`config.mk`:
```
export PLATFORM = sky130hd
export DESIGN_NAME = second_chance_frame_manager
export DESIGN_NICKNAME = d
export VERILOG_FILES = /design/src/rtl/scfm_pkg.sv /design/src/rtl/second_chance_frame_manager.sv /design/src/rtl/scfm_ram.sv
export SDC_FILE = /design/constraint.sdc
export NUM_CORES = 1
export LEC_CHECK = 0
export ABC_AREA = 1
export BUFFER_PORTS_ARGS = -buffer_cell sky130_fd_sc_hd__buf_4
export CORE_UTILIZATION = 55
export DETAILED_ROUTE_END_ITERATION = 10
export PLACE_DENSITY = 0.68
export SLEW_MARGIN = 10
export SYNTH_ARGS = -nofsm -noshare
export SYNTH_HDL_FRONTEND = slang
export SYNTH_SLANG_ARGS = --single-unit
```
`constraint.sdc`:
```
create_clock -name clock -period 6.6 [get_ports clock]
set_clock_uncertainty 0.05 [all_clocks]
set_input_delay 0.33 -clock clock [delete_from_list [all_inputs] [get_ports clock]]
set_output_delay 0.33 -clock clock [all_outputs]
set_load 0.02 [all_outputs]
```
`src/rtl/scfm_pkg.sv`:
```
// ----------------------------------------------------------------------------
// scfm_pkg
// Item types and codes shared by the second-chance frame manager.
// ----------------------------------------------------------------------------
package scfm_pkg;

   localparam logic [1:0] KIND_REFERENCE = 2'd0;
   localparam logic [1:0] KIND_LOCK      = 2'd1;
   localparam logic [1:0] KIND_UNLOCK    = 2'd2;
   localparam logic [1:0] KIND_RELEASE   = 2'd3;

   localparam logic [1:0] STATUS_OK           = 2'd0;
   localparam logic [1:0] STATUS_ALL_LOCKED   = 2'd1;
   localparam logic [1:0] STATUS_NOT_RESIDENT = 2'd2;
   localparam logic [1:0] STATUS_LOCK_LIMIT   = 2'd3;

   typedef struct packed {
      logic [1:0] kind;
      logic [7:0] process_id;
      logic [3:0] page_number;
      logic       write_flag;
   } req_type;

   typedef struct packed {
      logic [4:0] frame;
      logic       fault;
      logic       evicted;
      logic [7:0] evicted_process;
      logic [3:0] evicted_page;
      logic       writeback;
      logic [1:0] status;
   } rsp_type;

endpackage

```
`src/rtl/second_chance_frame_manager.sv`:
```
// ----------------------------------------------------------------------------
// second_chance_frame_manager
// Frame table with second-chance replacement over a FIFO of used frames.
// ----------------------------------------------------------------------------
// Items arrive on the req_ channel (valid/stall) and each one gives exactly
// one item on the rsp_ channel. One item is worked on at a time; req_stall is
// low only while the block is idle.
// Every item but a release first sweeps the frame table, one entry per cycle,
// to find the page and the lowest free unlocked frame; that is all a hit, a
// free placement or an unlock needs. A miss with no free frame adds two passes
// over the FIFO (find victim, then rebuild the order into the other bank),
// each step reading a FIFO entry, then its frame entry, then acting on it.
// A release copies the FIFO, dropping the releasing process's frames, then
// sweeps the table. Frame table and FIFO live in single-read-port RAMs.
// After reset the frame table is cleared entry by entry, during which
// req_stall is high. A finished result waits in the output register while
// rsp_stall is high; the next item is taken meanwhile and holds at its end
// until the register frees.
// ----------------------------------------------------------------------------
module second_chance_frame_manager import scfm_pkg::*; #(
   parameter int FRAMES   = 32,
   parameter int LOCK_MAX = 15
) (
   input  logic    clock,
   input  logic    reset,
   input  logic    req_valid,
   output logic    req_stall,
   input  req_type req_data,
   output logic    rsp_valid,
   input  logic    rsp_stall,
   output rsp_type rsp_data
);

   localparam int FW = $clog2(FRAMES);
   localparam int CW = $clog2(FRAMES + 1);
   localparam int LW = $clog2(LOCK_MAX + 1);

   typedef struct packed {
      logic [7:0]    owner;
      logic [3:0]    page;
      logic          used;
      logic          dirty;
      logic [LW-1:0] lock;
      logic          refb;
   } frame_type;

   localparam int EW = $bits(frame_type);

   typedef enum logic [3:0] {
      ST_CLEAR, ST_IDLE, ST_LOOK, ST_DECIDE,
      ST_A_FQ, ST_A_FR, ST_A_EX,
      ST_B_FQ, ST_B_FR, ST_B_EX, ST_PLACE,
      ST_R_FQ, ST_R_FR, ST_R_EX, ST_R_SWEEP, ST_FINISH
   } state_type;

   state_type state_ff, state_in;
   req_type   req_ff, req_in;
   logic [CW-1:0] i_ff, i_in, len_ff, len_in, v_ff, v_in, r_ff, r_in;
   logic [CW-1:0] p_ff, p_in, m_ff, m_in, pp_ff, pp_in, mm_ff, mm_in;
   logic          hit_found_ff, hit_found_in, free_found_ff, free_found_in;
   logic          ufound_ff, ufound_in, wrap_ff, wrap_in, bank_ff, bank_in;
   logic [FW-1:0] hit_ff, hit_in, free_ff, free_in, vf_ff, vf_in, fr_ff, fr_in;
   frame_type     hit_e_ff, hit_e_in, e_ff, e_in;
   rsp_type       res_ff, res_in, rsp_ff, rsp_in;
   logic          rsp_valid_ff, rsp_valid_in;

   // frame table ram
   logic          fr_we;
   logic [FW-1:0] fr_waddr, fr_raddr;
   frame_type     fr_wdata, fe;
   logic [EW-1:0] fr_rdata;
   // fifo order ram, two banks
   logic          fq_we;
   logic [FW:0]   fq_waddr, fq_raddr;
   logic [FW-1:0] fq_wdata, fq_rdata;

   logic [CW-1:0] im1, len_m1, b_pos;
   frame_type     new_e;

   assign fe = frame_type'(fr_rdata);
   assign im1 = i_ff - CW'(1);
   assign len_m1 = len_ff - CW'(1);

   scfm_ram #(.WIDTH(EW), .DEPTH(FRAMES)) u_frame_ram (
      .clock   (clock),
      .wr_en   (fr_we),
      .wr_addr (fr_waddr),
      .wr_data (fr_wdata),
      .rd_addr (fr_raddr),
      .rd_data (fr_rdata)
   );

   scfm_ram #(.WIDTH(FW), .DEPTH(2 ** (FW + 1))) u_fifo_ram (
      .clock   (clock),
      .wr_en   (fq_we),
      .wr_addr (fq_waddr),
      .wr_data (fq_wdata),
      .rd_addr (fq_raddr),
      .rd_data (fq_rdata)
   );

   // entry for a newly placed page; placed frames start unlocked, or with one lock for a lock item
   always_comb begin
      new_e = '0;
      new_e.owner = req_ff.process_id;
      new_e.page  = req_ff.page_number;
      new_e.used  = 1'b1;
      new_e.dirty = req_ff.write_flag;
      new_e.lock  = (req_ff.kind == KIND_LOCK) ? LW'(1) : '0;
      new_e.refb  = 1'b1;
   end

   // rebuild position: locked prefix, entries after victim, moved ones, victim
   always_comb begin
      if (i_ff == v_ff) begin
         b_pos = len_m1;
      end else if (!wrap_ff && i_ff > v_ff) begin
         b_pos = CW'(p_ff + i_ff - v_ff - CW'(1));
      end else if (fe.lock != '0) begin
         b_pos = pp_ff;
      end else begin
         b_pos = CW'(p_ff + r_ff + mm_ff);
      end
   end

   always_comb begin
      frame_type ent;
      logic      uf;
      ent = '0;
      uf  = ufound_ff;
      state_in = state_ff;
      req_in = req_ff;
      i_in = i_ff; len_in = len_ff; v_in = v_ff; r_in = r_ff;
      p_in = p_ff; m_in = m_ff; pp_in = pp_ff; mm_in = mm_ff;
      hit_found_in = hit_found_ff; free_found_in = free_found_ff;
      ufound_in = ufound_ff; wrap_in = wrap_ff; bank_in = bank_ff;
      hit_in = hit_ff; free_in = free_ff; vf_in = vf_ff; fr_in = fr_ff;
      hit_e_in = hit_e_ff; e_in = e_ff;
      res_in = res_ff; rsp_in = rsp_ff;
      rsp_valid_in = rsp_valid_ff && rsp_stall;
      fr_we = 1'b0; fr_waddr = '0; fr_wdata = '0; fr_raddr = i_ff[FW-1:0];
      fq_we = 1'b0; fq_waddr = '0; fq_wdata = '0;
      fq_raddr = {bank_ff, i_ff[FW-1:0]};

      unique case (state_ff)
         ST_CLEAR: begin
            fr_we = 1'b1;
            fr_waddr = i_ff[FW-1:0];
            if (i_ff == CW'(FRAMES - 1)) begin
               i_in = '0;
               state_in = ST_IDLE;
            end else begin
               i_in = i_ff + CW'(1);
            end
         end
         ST_IDLE: begin
            if (req_valid) begin
               req_in = req_data;
               i_in = '0;
               pp_in = '0;
               hit_found_in = 1'b0;
               free_found_in = 1'b0;
               res_in = '0;
               if (req_data.kind != KIND_RELEASE) begin
                  state_in = ST_LOOK;
               end else if (len_ff == '0) begin
                  state_in = ST_R_SWEEP;
               end else begin
                  state_in = ST_R_FQ;
               end
            end
         end
         ST_LOOK: begin
            // read entry i, check entry i-1
            if (i_ff != '0) begin
               if (!hit_found_ff && fe.used && fe.owner == req_ff.process_id &&
                   fe.page == req_ff.page_number) begin
                  hit_found_in = 1'b1;
                  hit_in = im1[FW-1:0];
                  hit_e_in = fe;
               end
               if (!free_found_ff && !fe.used && fe.lock == '0) begin
                  free_found_in = 1'b1;
                  free_in = im1[FW-1:0];
               end
            end
            if (i_ff == CW'(FRAMES)) begin
               state_in = ST_DECIDE;
            end else begin
               i_in = i_ff + CW'(1);
            end
         end
         ST_DECIDE: begin
            state_in = ST_FINISH;
            if (req_ff.kind == KIND_UNLOCK) begin
               if (!hit_found_ff) begin
                  res_in.status = STATUS_NOT_RESIDENT;
               end else begin
                  ent = hit_e_ff;
                  if (ent.lock != '0) begin
                     ent.lock = ent.lock - LW'(1);
                  end
                  fr_we = 1'b1;
                  fr_waddr = hit_ff;
                  fr_wdata = ent;
                  res_in.frame = 5'(hit_ff);
               end
            end else if (hit_found_ff) begin
               ent = hit_e_ff;
               if (req_ff.kind == KIND_REFERENCE) begin
                  ent.refb = 1'b1;
               end
               if (req_ff.write_flag) begin
                  ent.dirty = 1'b1;
               end
               if (req_ff.kind == KIND_LOCK) begin
                  if (ent.lock >= LW'(LOCK_MAX)) begin
                     res_in.status = STATUS_LOCK_LIMIT;
                  end else begin
                     ent.lock = ent.lock + LW'(1);
                  end
               end
               fr_we = 1'b1;
               fr_waddr = hit_ff;
               fr_wdata = ent;
               res_in.frame = 5'(hit_ff);
            end else if (free_found_ff) begin
               fr_we = 1'b1;
               fr_waddr = free_ff;
               fr_wdata = new_e;
               fq_we = 1'b1;
               fq_waddr = {bank_ff, len_ff[FW-1:0]};
               fq_wdata = free_ff;
               len_in = len_ff + CW'(1);
               res_in.frame = 5'(free_ff);
               res_in.fault = 1'b1;
            end else if (len_ff == '0) begin
               res_in.status = STATUS_ALL_LOCKED;
            end else begin
               i_in = '0;
               p_in = '0;
               m_in = '0;
               ufound_in = 1'b0;
               wrap_in = 1'b0;
               state_in = ST_A_FQ;
            end
         end
         ST_A_FQ: begin
            state_in = ST_A_FR;
         end
         ST_A_FR: begin
            fr_raddr = fq_rdata;
            fr_in = fq_rdata;
            state_in = ST_A_EX;
         end
         ST_A_EX: begin
            if (fe.lock != '0) begin
               p_in = p_ff + CW'(1);
            end else if (fe.refb) begin
               // second chance: clear and move behind the others
               ent = fe;
               ent.refb = 1'b0;
               fr_we = 1'b1;
               fr_waddr = fr_ff;
               fr_wdata = ent;
               m_in = m_ff + CW'(1);
               if (!ufound_ff) begin
                  uf = 1'b1;
                  ufound_in = 1'b1;
                  v_in = i_ff;
                  vf_in = fr_ff;
                  e_in = fe;
               end
            end
            if (fe.lock == '0 && !fe.refb) begin
               v_in = i_ff;
               vf_in = fr_ff;
               e_in = fe;
               r_in = CW'(len_m1 - i_ff);
               wrap_in = 1'b0;
               i_in = '0;
               pp_in = '0;
               mm_in = '0;
               state_in = ST_B_FQ;
            end else if (i_ff == len_m1) begin
               if (!uf) begin
                  res_in.status = STATUS_ALL_LOCKED;
                  state_in = ST_FINISH;
               end else begin
                  // every unlocked entry got its chance, first one goes
                  wrap_in = 1'b1;
                  r_in = '0;
                  i_in = '0;
                  pp_in = '0;
                  mm_in = '0;
                  state_in = ST_B_FQ;
               end
            end else begin
               i_in = i_ff + CW'(1);
               state_in = ST_A_FQ;
            end
         end
         ST_B_FQ: begin
            state_in = ST_B_FR;
         end
         ST_B_FR: begin
            fr_raddr = fq_rdata;
            fr_in = fq_rdata;
            state_in = ST_B_EX;
         end
         ST_B_EX: begin
            fq_we = 1'b1;
            fq_waddr = {~bank_ff, b_pos[FW-1:0]};
            fq_wdata = fr_ff;
            if (i_ff != v_ff && (wrap_ff || i_ff < v_ff)) begin
               if (fe.lock != '0) begin
                  pp_in = pp_ff + CW'(1);
               end else begin
                  mm_in = mm_ff + CW'(1);
               end
            end
            if (i_ff == len_m1) begin
               bank_in = ~bank_ff;
               state_in = ST_PLACE;
            end else begin
               i_in = i_ff + CW'(1);
               state_in = ST_B_FQ;
            end
         end
         ST_PLACE: begin
            fr_we = 1'b1;
            fr_waddr = vf_ff;
            fr_wdata = new_e;
            res_in.frame = 5'(vf_ff);
            res_in.fault = 1'b1;
            res_in.evicted = 1'b1;
            res_in.evicted_process = e_ff.owner;
            res_in.evicted_page = e_ff.page;
            res_in.writeback = e_ff.dirty;
            state_in = ST_FINISH;
         end
         ST_R_FQ: begin
            state_in = ST_R_FR;
         end
         ST_R_FR: begin
            fr_raddr = fq_rdata;
            fr_in = fq_rdata;
            state_in = ST_R_EX;
         end
         ST_R_EX: begin
            if (!(fe.used && fe.owner == req_ff.process_id)) begin
               fq_we = 1'b1;
               fq_waddr = {~bank_ff, pp_ff[FW-1:0]};
               fq_wdata = fr_ff;
               pp_in = pp_ff + CW'(1);
            end
            if (i_ff == len_m1) begin
               bank_in = ~bank_ff;
               len_in = pp_in;
               i_in = '0;
               state_in = ST_R_SWEEP;
            end else begin
               i_in = i_ff + CW'(1);
               state_in = ST_R_FQ;
            end
         end
         ST_R_SWEEP: begin
            if (i_ff != '0 && fe.used && fe.owner == req_ff.process_id) begin
               ent = '0;
               ent.lock = fe.lock;
               fr_we = 1'b1;
               fr_waddr = im1[FW-1:0];
               fr_wdata = ent;
            end
            if (i_ff == CW'(FRAMES)) begin
               state_in = ST_FINISH;
            end else begin
               i_in = i_ff + CW'(1);
            end
         end
         ST_FINISH: begin
            if (!(rsp_valid_ff && rsp_stall)) begin
               rsp_in = res_ff;
               rsp_valid_in = 1'b1;
               state_in = ST_IDLE;
            end
         end
      endcase
   end

   always_ff @(posedge clock) begin
      if (reset) begin
         state_ff <= ST_CLEAR;
         i_ff <= '0;
         len_ff <= '0;
         bank_ff <= 1'b0;
         rsp_valid_ff <= 1'b0;
      end else begin
         state_ff <= state_in;
         i_ff <= i_in;
         len_ff <= len_in;
         bank_ff <= bank_in;
         rsp_valid_ff <= rsp_valid_in;
      end
      req_ff <= req_in;
      v_ff <= v_in;
      r_ff <= r_in;
      p_ff <= p_in;
      m_ff <= m_in;
      pp_ff <= pp_in;
      mm_ff <= mm_in;
      hit_found_ff <= hit_found_in;
      free_found_ff <= free_found_in;
      ufound_ff <= ufound_in;
      wrap_ff <= wrap_in;
      hit_ff <= hit_in;
      free_ff <= free_in;
      vf_ff <= vf_in;
      fr_ff <= fr_in;
      hit_e_ff <= hit_e_in;
      e_ff <= e_in;
      res_ff <= res_in;
      rsp_ff <= rsp_in;
   end

   assign req_stall = (state_ff != ST_IDLE);
   assign rsp_valid = rsp_valid_ff;
   assign rsp_data  = rsp_ff;

   a_len_bound: assert property (@(posedge clock) disable iff (reset)
      len_ff <= CW'(FRAMES))
      else $error("fifo length beyond frame count");

   a_rsp_from_finish: assert property (@(posedge clock) disable iff (reset)
      $rose(rsp_valid) |-> $past(state_ff == ST_FINISH))
      else $error("result shown outside finish step");

   a_rebuild_pos: assert property (@(posedge clock) disable iff (reset)
      state_ff == ST_B_EX |-> b_pos < len_ff)
      else $error("rebuilt fifo position out of range");

   a_scan_counts: assert property (@(posedge clock) disable iff (reset)
      state_ff == ST_A_EX |-> ({1'b0, p_ff} + {1'b0, m_ff}) < {1'b0, len_ff})
      else $error("scan counts exceed fifo length");

endmodule

```
`src/rtl/scfm_ram.sv`:
```
// ----------------------------------------------------------------------------
// scfm_ram
// Generic simple dual-port RAM: one write port, one read port, registered read.
// ----------------------------------------------------------------------------
module scfm_ram #(
   parameter int WIDTH = 8,
   parameter int DEPTH = 32
) (
   input  logic                     clock,
   input  logic                     wr_en,
   input  logic [$clog2(DEPTH)-1:0] wr_addr,
   input  logic [WIDTH-1:0]         wr_data,
   input  logic [$clog2(DEPTH)-1:0] rd_addr,
   output logic [WIDTH-1:0]         rd_data
);

   logic [WIDTH-1:0] mem [DEPTH];

   always_ff @(posedge clock) begin
      if (wr_en) begin
         mem[wr_addr] <= wr_data;
      end
      rd_data <= mem[rd_addr];
   end

endmodule

```
# [Word level (Yosys, flattened, before mapping)]
# Memory sizes are Yosys's and may differ from the RTL's. A register that Yosys moved wholly into a read port is not among the register bits.
# Index checks and enable logic that the tools add are counted.
[totals] register_bits=162 romBits=0 ramBits=928 in_bits=19 memories=2 output_inout_bits=24 latch_bits=0
[classes] div_mod_pow=0 order_cmp=3 n_mul=0 n_bitwise=2 eq_ne=61 n_reduce_logical=62 n_mux=150 n_addsub=15 shift=0
[mem_list] memory="u_frame_ram.mem" words=32 width=19 rd=1 rd_clocked_by_memory_dff=1 write_ports=1 line_no="scfm_ram.sv:17" rtl="logic [WIDTH-1:0] mem [DEPTH];"
[mem_list] memory="u_fifo_ram.mem" words=64 width=5 rd=1 rd_clocked_by_memory_dff=1 write_ports=1 line_no="scfm_ram.sv:17"
[op_table] cell="2-to-1 mux 6 bit" n=33
[op_table] cell="2-to-1 mux 19 bit" n=10
[op_table] cell="2-to-1 mux 5 bit" n=23
[op_table] cell="one-hot mux 19 bit (4 select lines)" n=1
[op_table] cell="2-to-1 mux 4 bit" n=17
[op_table] cell="one-hot mux 4 bit (16 select lines)" n=1
[op_table] cell="!= test 2 bit (second input constant)" n=24
[op_table] cell="one-hot mux 6 bit (7 select lines)" n=1
[op_table] cell="one-hot mux 6 bit (2 select lines)" n=3
[op_table] cell="one-hot mux 6 bit (3 select lines)" n=2
[op_table] cell="2-to-1 mux 1 bit" n=35
[op_table] cell="equality test 4 bit (second input constant)" n=8
[op_table] cell="adder 6 x 1 -> 6 bit (second input constant)" n=5
[op_table] cell="one-hot mux 14 bit (2 select lines)" n=1
[op_table] cell="one-hot mux 5 bit (5 select lines)" n=1
[op_table] cell="AND reduction 5 bit" n=5
[op_table] cell="one-hot mux 6 bit (4 select lines)" n=1
[op_table] cell="2-to-1 mux 22 bit" n=1
[op_table] cell="!= test 3 bit (second input constant)" n=7
[op_table] cell="2-to-1 mux 2 bit" n=10
[op_table] cell="equality test 4 x 3 -> 1 bit (second input constant)" n=4
[op_table] cell="AND reduction 4 bit" n=4
[op_table] cell="nonzero test 2 bit" n=8
[op_table] cell="adder 5 bit" n=3
[op_table] cell="other kinds (46)" n=85

# [Logic depth before layout (Yosys ltp)]
[depth] ltp_word=7 mapped_depth=18

# [By module]
# A second synthesis with hierarchy kept.
[unflattened] hier_cells=4261 hier_area_um2=47450.5
[by_module_without_submodules] mod="scfm_ram (u_frame_ram)" cells_per_inst=2120 instances=1 area_per_inst_um2=25235.5
[by_module_without_submodules] mod="scfm_ram (u_fifo_ram)" cells_per_inst=1180 instances=1 area_per_inst_um2=13436.6
[by_module_without_submodules] mod="second_chance_frame_manager" cells_per_inst=961 instances=1 area_per_inst_um2=8778.4

# [Worst setup path after synthesis]
# No wires, ideal clock.
[synth_timing] kind="flip-flop to flip-flop" startpoint="register hit_found_ff" endpoint="memory u_fifo_ram.mem[0][1] in the netlist's numbering (data pin)" t_arrival_ps=3593 path_slack_ps=2255 path_buffers=1 setup_time_ps=702 path_stages_with_launch=7 path_cell_list="edfxtp_1 -> clkbuf_1 -> nor2_1 -> nand2_1 -> nor2_1 -> inv_1 -> o21ai_0"
[synth_via] elab_chain_cells=3
[synth_lines] element="start, declared" line_no="second_chance_frame_manager.sv:60" rtl="logic hit_found_ff, hit_found_in, free_found_ff, free_found_in;"
[synth_lines] element="start signal, assigned" line_no="second_chance_frame_manager.sv:412" rtl="hit_found_ff <= hit_found_in;"
[synth_lines] element="2-to-1 mux 5 bit" line_no="second_chance_frame_manager.sv:208" rtl="end else if (hit_found_ff) begin"
[synth_lines] element="2-to-1 mux 5 bit" line_no="second_chance_frame_manager.sv:195" rtl="if (req_ff.kind == KIND_UNLOCK) begin"
[synth_lines] element="one-hot mux 5 bit (3 select lines)" line_no="second_chance_frame_manager.sv:145" rtl="unique case (state_ff)"
[synth_lines] element="net fq_wdata[1]" line_no="second_chance_frame_manager.sv:75" rtl="logic [FW-1:0] fq_wdata, fq_rdata;"
[synth_lines] element="end, declared" line_no="scfm_ram.sv:17"
# The timed path passes the listed nets, and every way through them passes these cells.

# [Worst setup path after layout]
[layout_timing] startpoint="register state_ff[0]" endpoint="memory u_frame_ram.mem[30][13] in the netlist's numbering (enable)"
[layout_via] elab_chain_cells=5
[layout_lines] element="start, declared" line_no="second_chance_frame_manager.sv:56" rtl="state_type state_ff, state_in;"
[layout_lines] element="start signal, assigned" line_no="second_chance_frame_manager.sv:399" rtl="state_ff <= state_in;"
[layout_lines] element="equality test 4 bit or zero test 4 bit (tied branches)" line_no="second_chance_frame_manager.sv:145"
[layout_lines] element="OR reduction 2 bit (no line)"
[layout_lines] element="one-hot mux 1 bit (4 select lines)" line_no="second_chance_frame_manager.sv:145"
[layout_lines] element="2-to-1 mux 1 bit" line_no="scfm_ram.sv:20" rtl="if (wr_en) begin"
[layout_lines] element="2-to-1 mux 1 bit (not written as such)" line_no="scfm_ram.sv:21" rtl="mem[wr_addr] <= wr_data;"
[layout_lines] element="end, declared" line_no="scfm_ram.sv:17"
# Parallel ways exist; a longest one is shown, timed or not.

==> flow_summary.yaml <==
critical_path:
  worst-setup-path-type: "flip-flop to flip-flop"
  arrival_ns: 5.11
  reg2reg_from: "state_ff[0]"
  path_cells: "nand2_1 -> inv_1 -> nand2_1 -> nor2_1 -> inv_1 -> nor2_1 -> nor3b_1 -> nand2_1 -> nand2_1 -> nor2_2"
  critPathTopFamily: "simple AND/OR/NAND/NOR gates"
  cp-startpoint: "state_ff[0]"
  crit_buf_inv: 2
  cpMostUsedCell: "nand2_1"
  cp-start-kind: "flip-flop"
  critPathRequiredTime_ns: 6.87
  critPathSlowestCell: "nor2_1"
  cp_slowest_stage_delay_ns: 1.02
  endpoint_kind: "flip-flop"
  path_max_fanout: 19
global_route:
  grt_pass1_wl_mm: 194.1
  antenna_found_initial: 2
  grt_overflow: 0
  grt_max_degree: 153
  gr-usage-all-layers: 0.2888
  grt_pass1_vias: 31472
timing:
  tns_ns: 0
  post-route-period-util: 0.7332
  relSlewSlack: 0.2095
  finalMaxSlewViolations: 0
  period_minus_slack_ns: 4.839
  tightest_slew_ns: 1.181
  setup_viol: 0
  final-hold-violation-count: 0
  fmax_ghz: 0.2066
  rsz0062_at_grt: "no"
layout:
  area_growth_pct: 10.51
  final_nets: 4762
  stdcell_area_sq_um: 54300
  layout_commonest_cell: "edfxtp_1"
  diodes: 0
  mostFrequentLayoutCells: "edfxtp_1 (1,070), nand2_1 (893), inv_1 (771)"
  drive_gt1_frac: 0.06879
floorplanning:
  io_pins: 43
  row_count: 109
  fp.dieH_microns: 300.9
  fp.dieW_microns: 300.9
  coreArea_sq_um: 88370
  die-area_sq_um: 90540
  start_util: 0.5560
logic_synthesis:
  synth_xor_area_frac: 0.004456
  synth-compound-area-share: 0.04515
  synth.distinct_cells: 44
  yosys.area_share.simple: 0.1852
  muxShareOfSynthArea: 0
  synth.largest_area_cell: "edfxtp_1"
  ys_seq_area_frac: 0.6710
  synth_edf_count: 1070
  syn_area_per_cell_sq_um: 10.45
  synth.top_cell.area_share: 0.6539
  ys_ff_latch: 1112
  yosys_warnings: 0
  async_flop_share: 0
  synthAdderAreaFrac: 0.01161
  synth_area_sq_um: 49140
  synth_area_leaders: "edfxtp_1 (65%), nand3_1 (7.7%), nand2_1 (6.9%)"
  synthFlopType: "edfxtp_1"
  synth_nets: 4759
  syn_inst: 4701
  synth_top_family_by_area: "simple AND/OR/NAND/NOR gates"
power_and_ir_drop:
  p_switching_mw: 3.462
  p_leak_nw: 21.70
  clkPwrFrac: 0.414
  p_comb_frac: 0.067
  seqPwrFrac: 0.520
  p_sw_frac: 0.2309
  power_density_nw_per_um2: 276.1
  power.internal_mw: 11.53
  ir_drop_mv: 0.2569
cts:
  cts_tree: "done"
  clk_latency_ns: 0.71
  cts_made_buffers: 113
  h-tree-depth: 3
  numClockSinks: 1112
  cts_setup_buffers: 0
  clk_pin_slew_ns: 0.06
  clock_path_buffers: 3
  cts-root-buf: "clkbuf_16"
placement:
  gp_congestion: 0.9186
  hpwl_mm: 79.37
  io_buffers: 42
  place_area_sq_um: 50560
flow_run:
  drv_cap: 0
route:
  ant_nets: 0
  firstDrtPassIters: 6
  wl_per_cell_microns: 22.06
  drtIter0Drc: 4660
  num_vias: 34241
  drc: 0
  routed_wl_mm: 131.5
  routed_via_density: 5.743
hold_path:
  worstHoldStart: "req_valid"
  worstHoldPathType: "primary input to flip-flop"
outcome:
  status: "complete, no violations"
==> power groups by stage <==
| stage | combinational (mW) | clock (mW) | sequential [mW] |
|---|---|---|---|
| floorplan | 0.642 | 0 | 7.89 |
| global placement | 0.947 | 0 | 7.94 |
| detailed placement | 0.956 | 0 | 7.94 |
| CTS | 0.970 | 6.26 | 7.79 |
| global route | 1.07 | 6.52 | 7.79 |
| finish | 0.997 | 6.21 | 7.79 |
==> Yosys cell counts, types with 8 or more instances <==
library cell / instances
o211ai_1: 21
xor2_1: 19
edfxtp_1: 1070
nand4_1: 41
clkbuf_1: 107
buf_1: 8
buf_2: 68
o21ai_0: 234
nand3_1: 759
o22ai_1: 69
nor3_1: 9
buf_4: 27
nand2_1: 898
ha_1: 28
inv_1: 773
nor2_1: 393
fa_1: 11
dfxtp_1: 42
a21oi_1: 50
buf_6: 12
o221ai_1: 8
==> metrics by stage <==
| step | util | power (mW) | worst slack (ns) | instances | hold WS [ns] |
|---|---|---|---|---|---|
| after floorplan | - | 8.535 | 2.255 | 4701 | 0.3503 |
| after detailed placement | 0.5721 | 8.894 | 1.875 | 5737 | 0.3556 |
| after global routing | 0.6145 | 15.38 | 1.503 | 5962 | 0.2441 |
| final | 0.6145 | 14.99 | 1.761 | 5962 | 0.1993 |
| after CTS | 0.6145 | 15.02 | 1.841 | 5962 | 0.1425 |
| after global placement | 0.5721 | 8.883 | 1.965 | 5737 | 0.3513 |
==> flip-flops by register name (all words and copies together) (netlist names), 4 cells and up <==
register / cells
rsp_data: 22
res_ff: 22
new_e: 13
v_ff: 6
pp_ff: 6
hit_ff: 5
u_fifo_ram.mem: 320
p_ff: 5
u_frame_ram.mem: 608
hit_e_ff: 19
vf_ff: 5
len_ff: 6
mm_ff: 5
r_ff: 5
e_ff: 13
state_ff: 4
u_frame_ram.rd_data: 19
fr_ff: 5
i_ff: 6
u_fifo_ram.rd_data: 5
free_ff: 5
==> worst min-delay path, stage by stage <==
cell,delay (ns)
buf_4,0.10
nor2_1,0.09
a221oi_1,0.25
==> kinds of logic (layout without fill, tap and decap cells) <==
logic type,Yosys count,in the layout
AND/OR/NAND/NOR,2120,2120
flip-flops,1112,1112
buffers and inverters,1005,1101
AO/OA/AOI/OAI,400,400
adder cells (fa/ha/maj),39,39
XOR/XNOR,25,25
==> routing by layer <==
metal | share of wire | wire [microns] | GRT usage
met3 | 0.11 | 13880 | 0.04921
met5 | 0.00020 | 26 | 0
met2 | 0.44 | 57800 | 0.4252
met1 | 0.42 | 55800 | 0.4351
met4 | 0.030 | 3997 | 0.09862
==> worst paths after layout <==
check | slack, ns | endpoint | cells past startpoint
setup / recovery | 1.76 | u_frame_ram.mem[30][13] | 10
hold / removal | 0.20 | free_found_ff | 3
setup reg to reg | 1.76 | u_frame_ram.mem[30][13] | 10
hold reg to reg | 0.37 | rsp_data[9] | 0
==> cell type report <==
type                            count  area [sq um]
Sequential cell                  1112         32980
Inverter                          782          2938
Fill cell                        7102         34070
Tap cell                         1165          1458
Clock buffer                      150          3008
Timing Repair Buffer              111         925.9
Multi-Input combinational cell   2584         12430
Clock inverter                     58         565.5
==> what timing repair did <==
item                                   CTS  global route
gates resized for setup                  0             0
endpoints found under the hold margin   22             0
hold buffers                            17             0
Power figures use the tool's default switching activity.
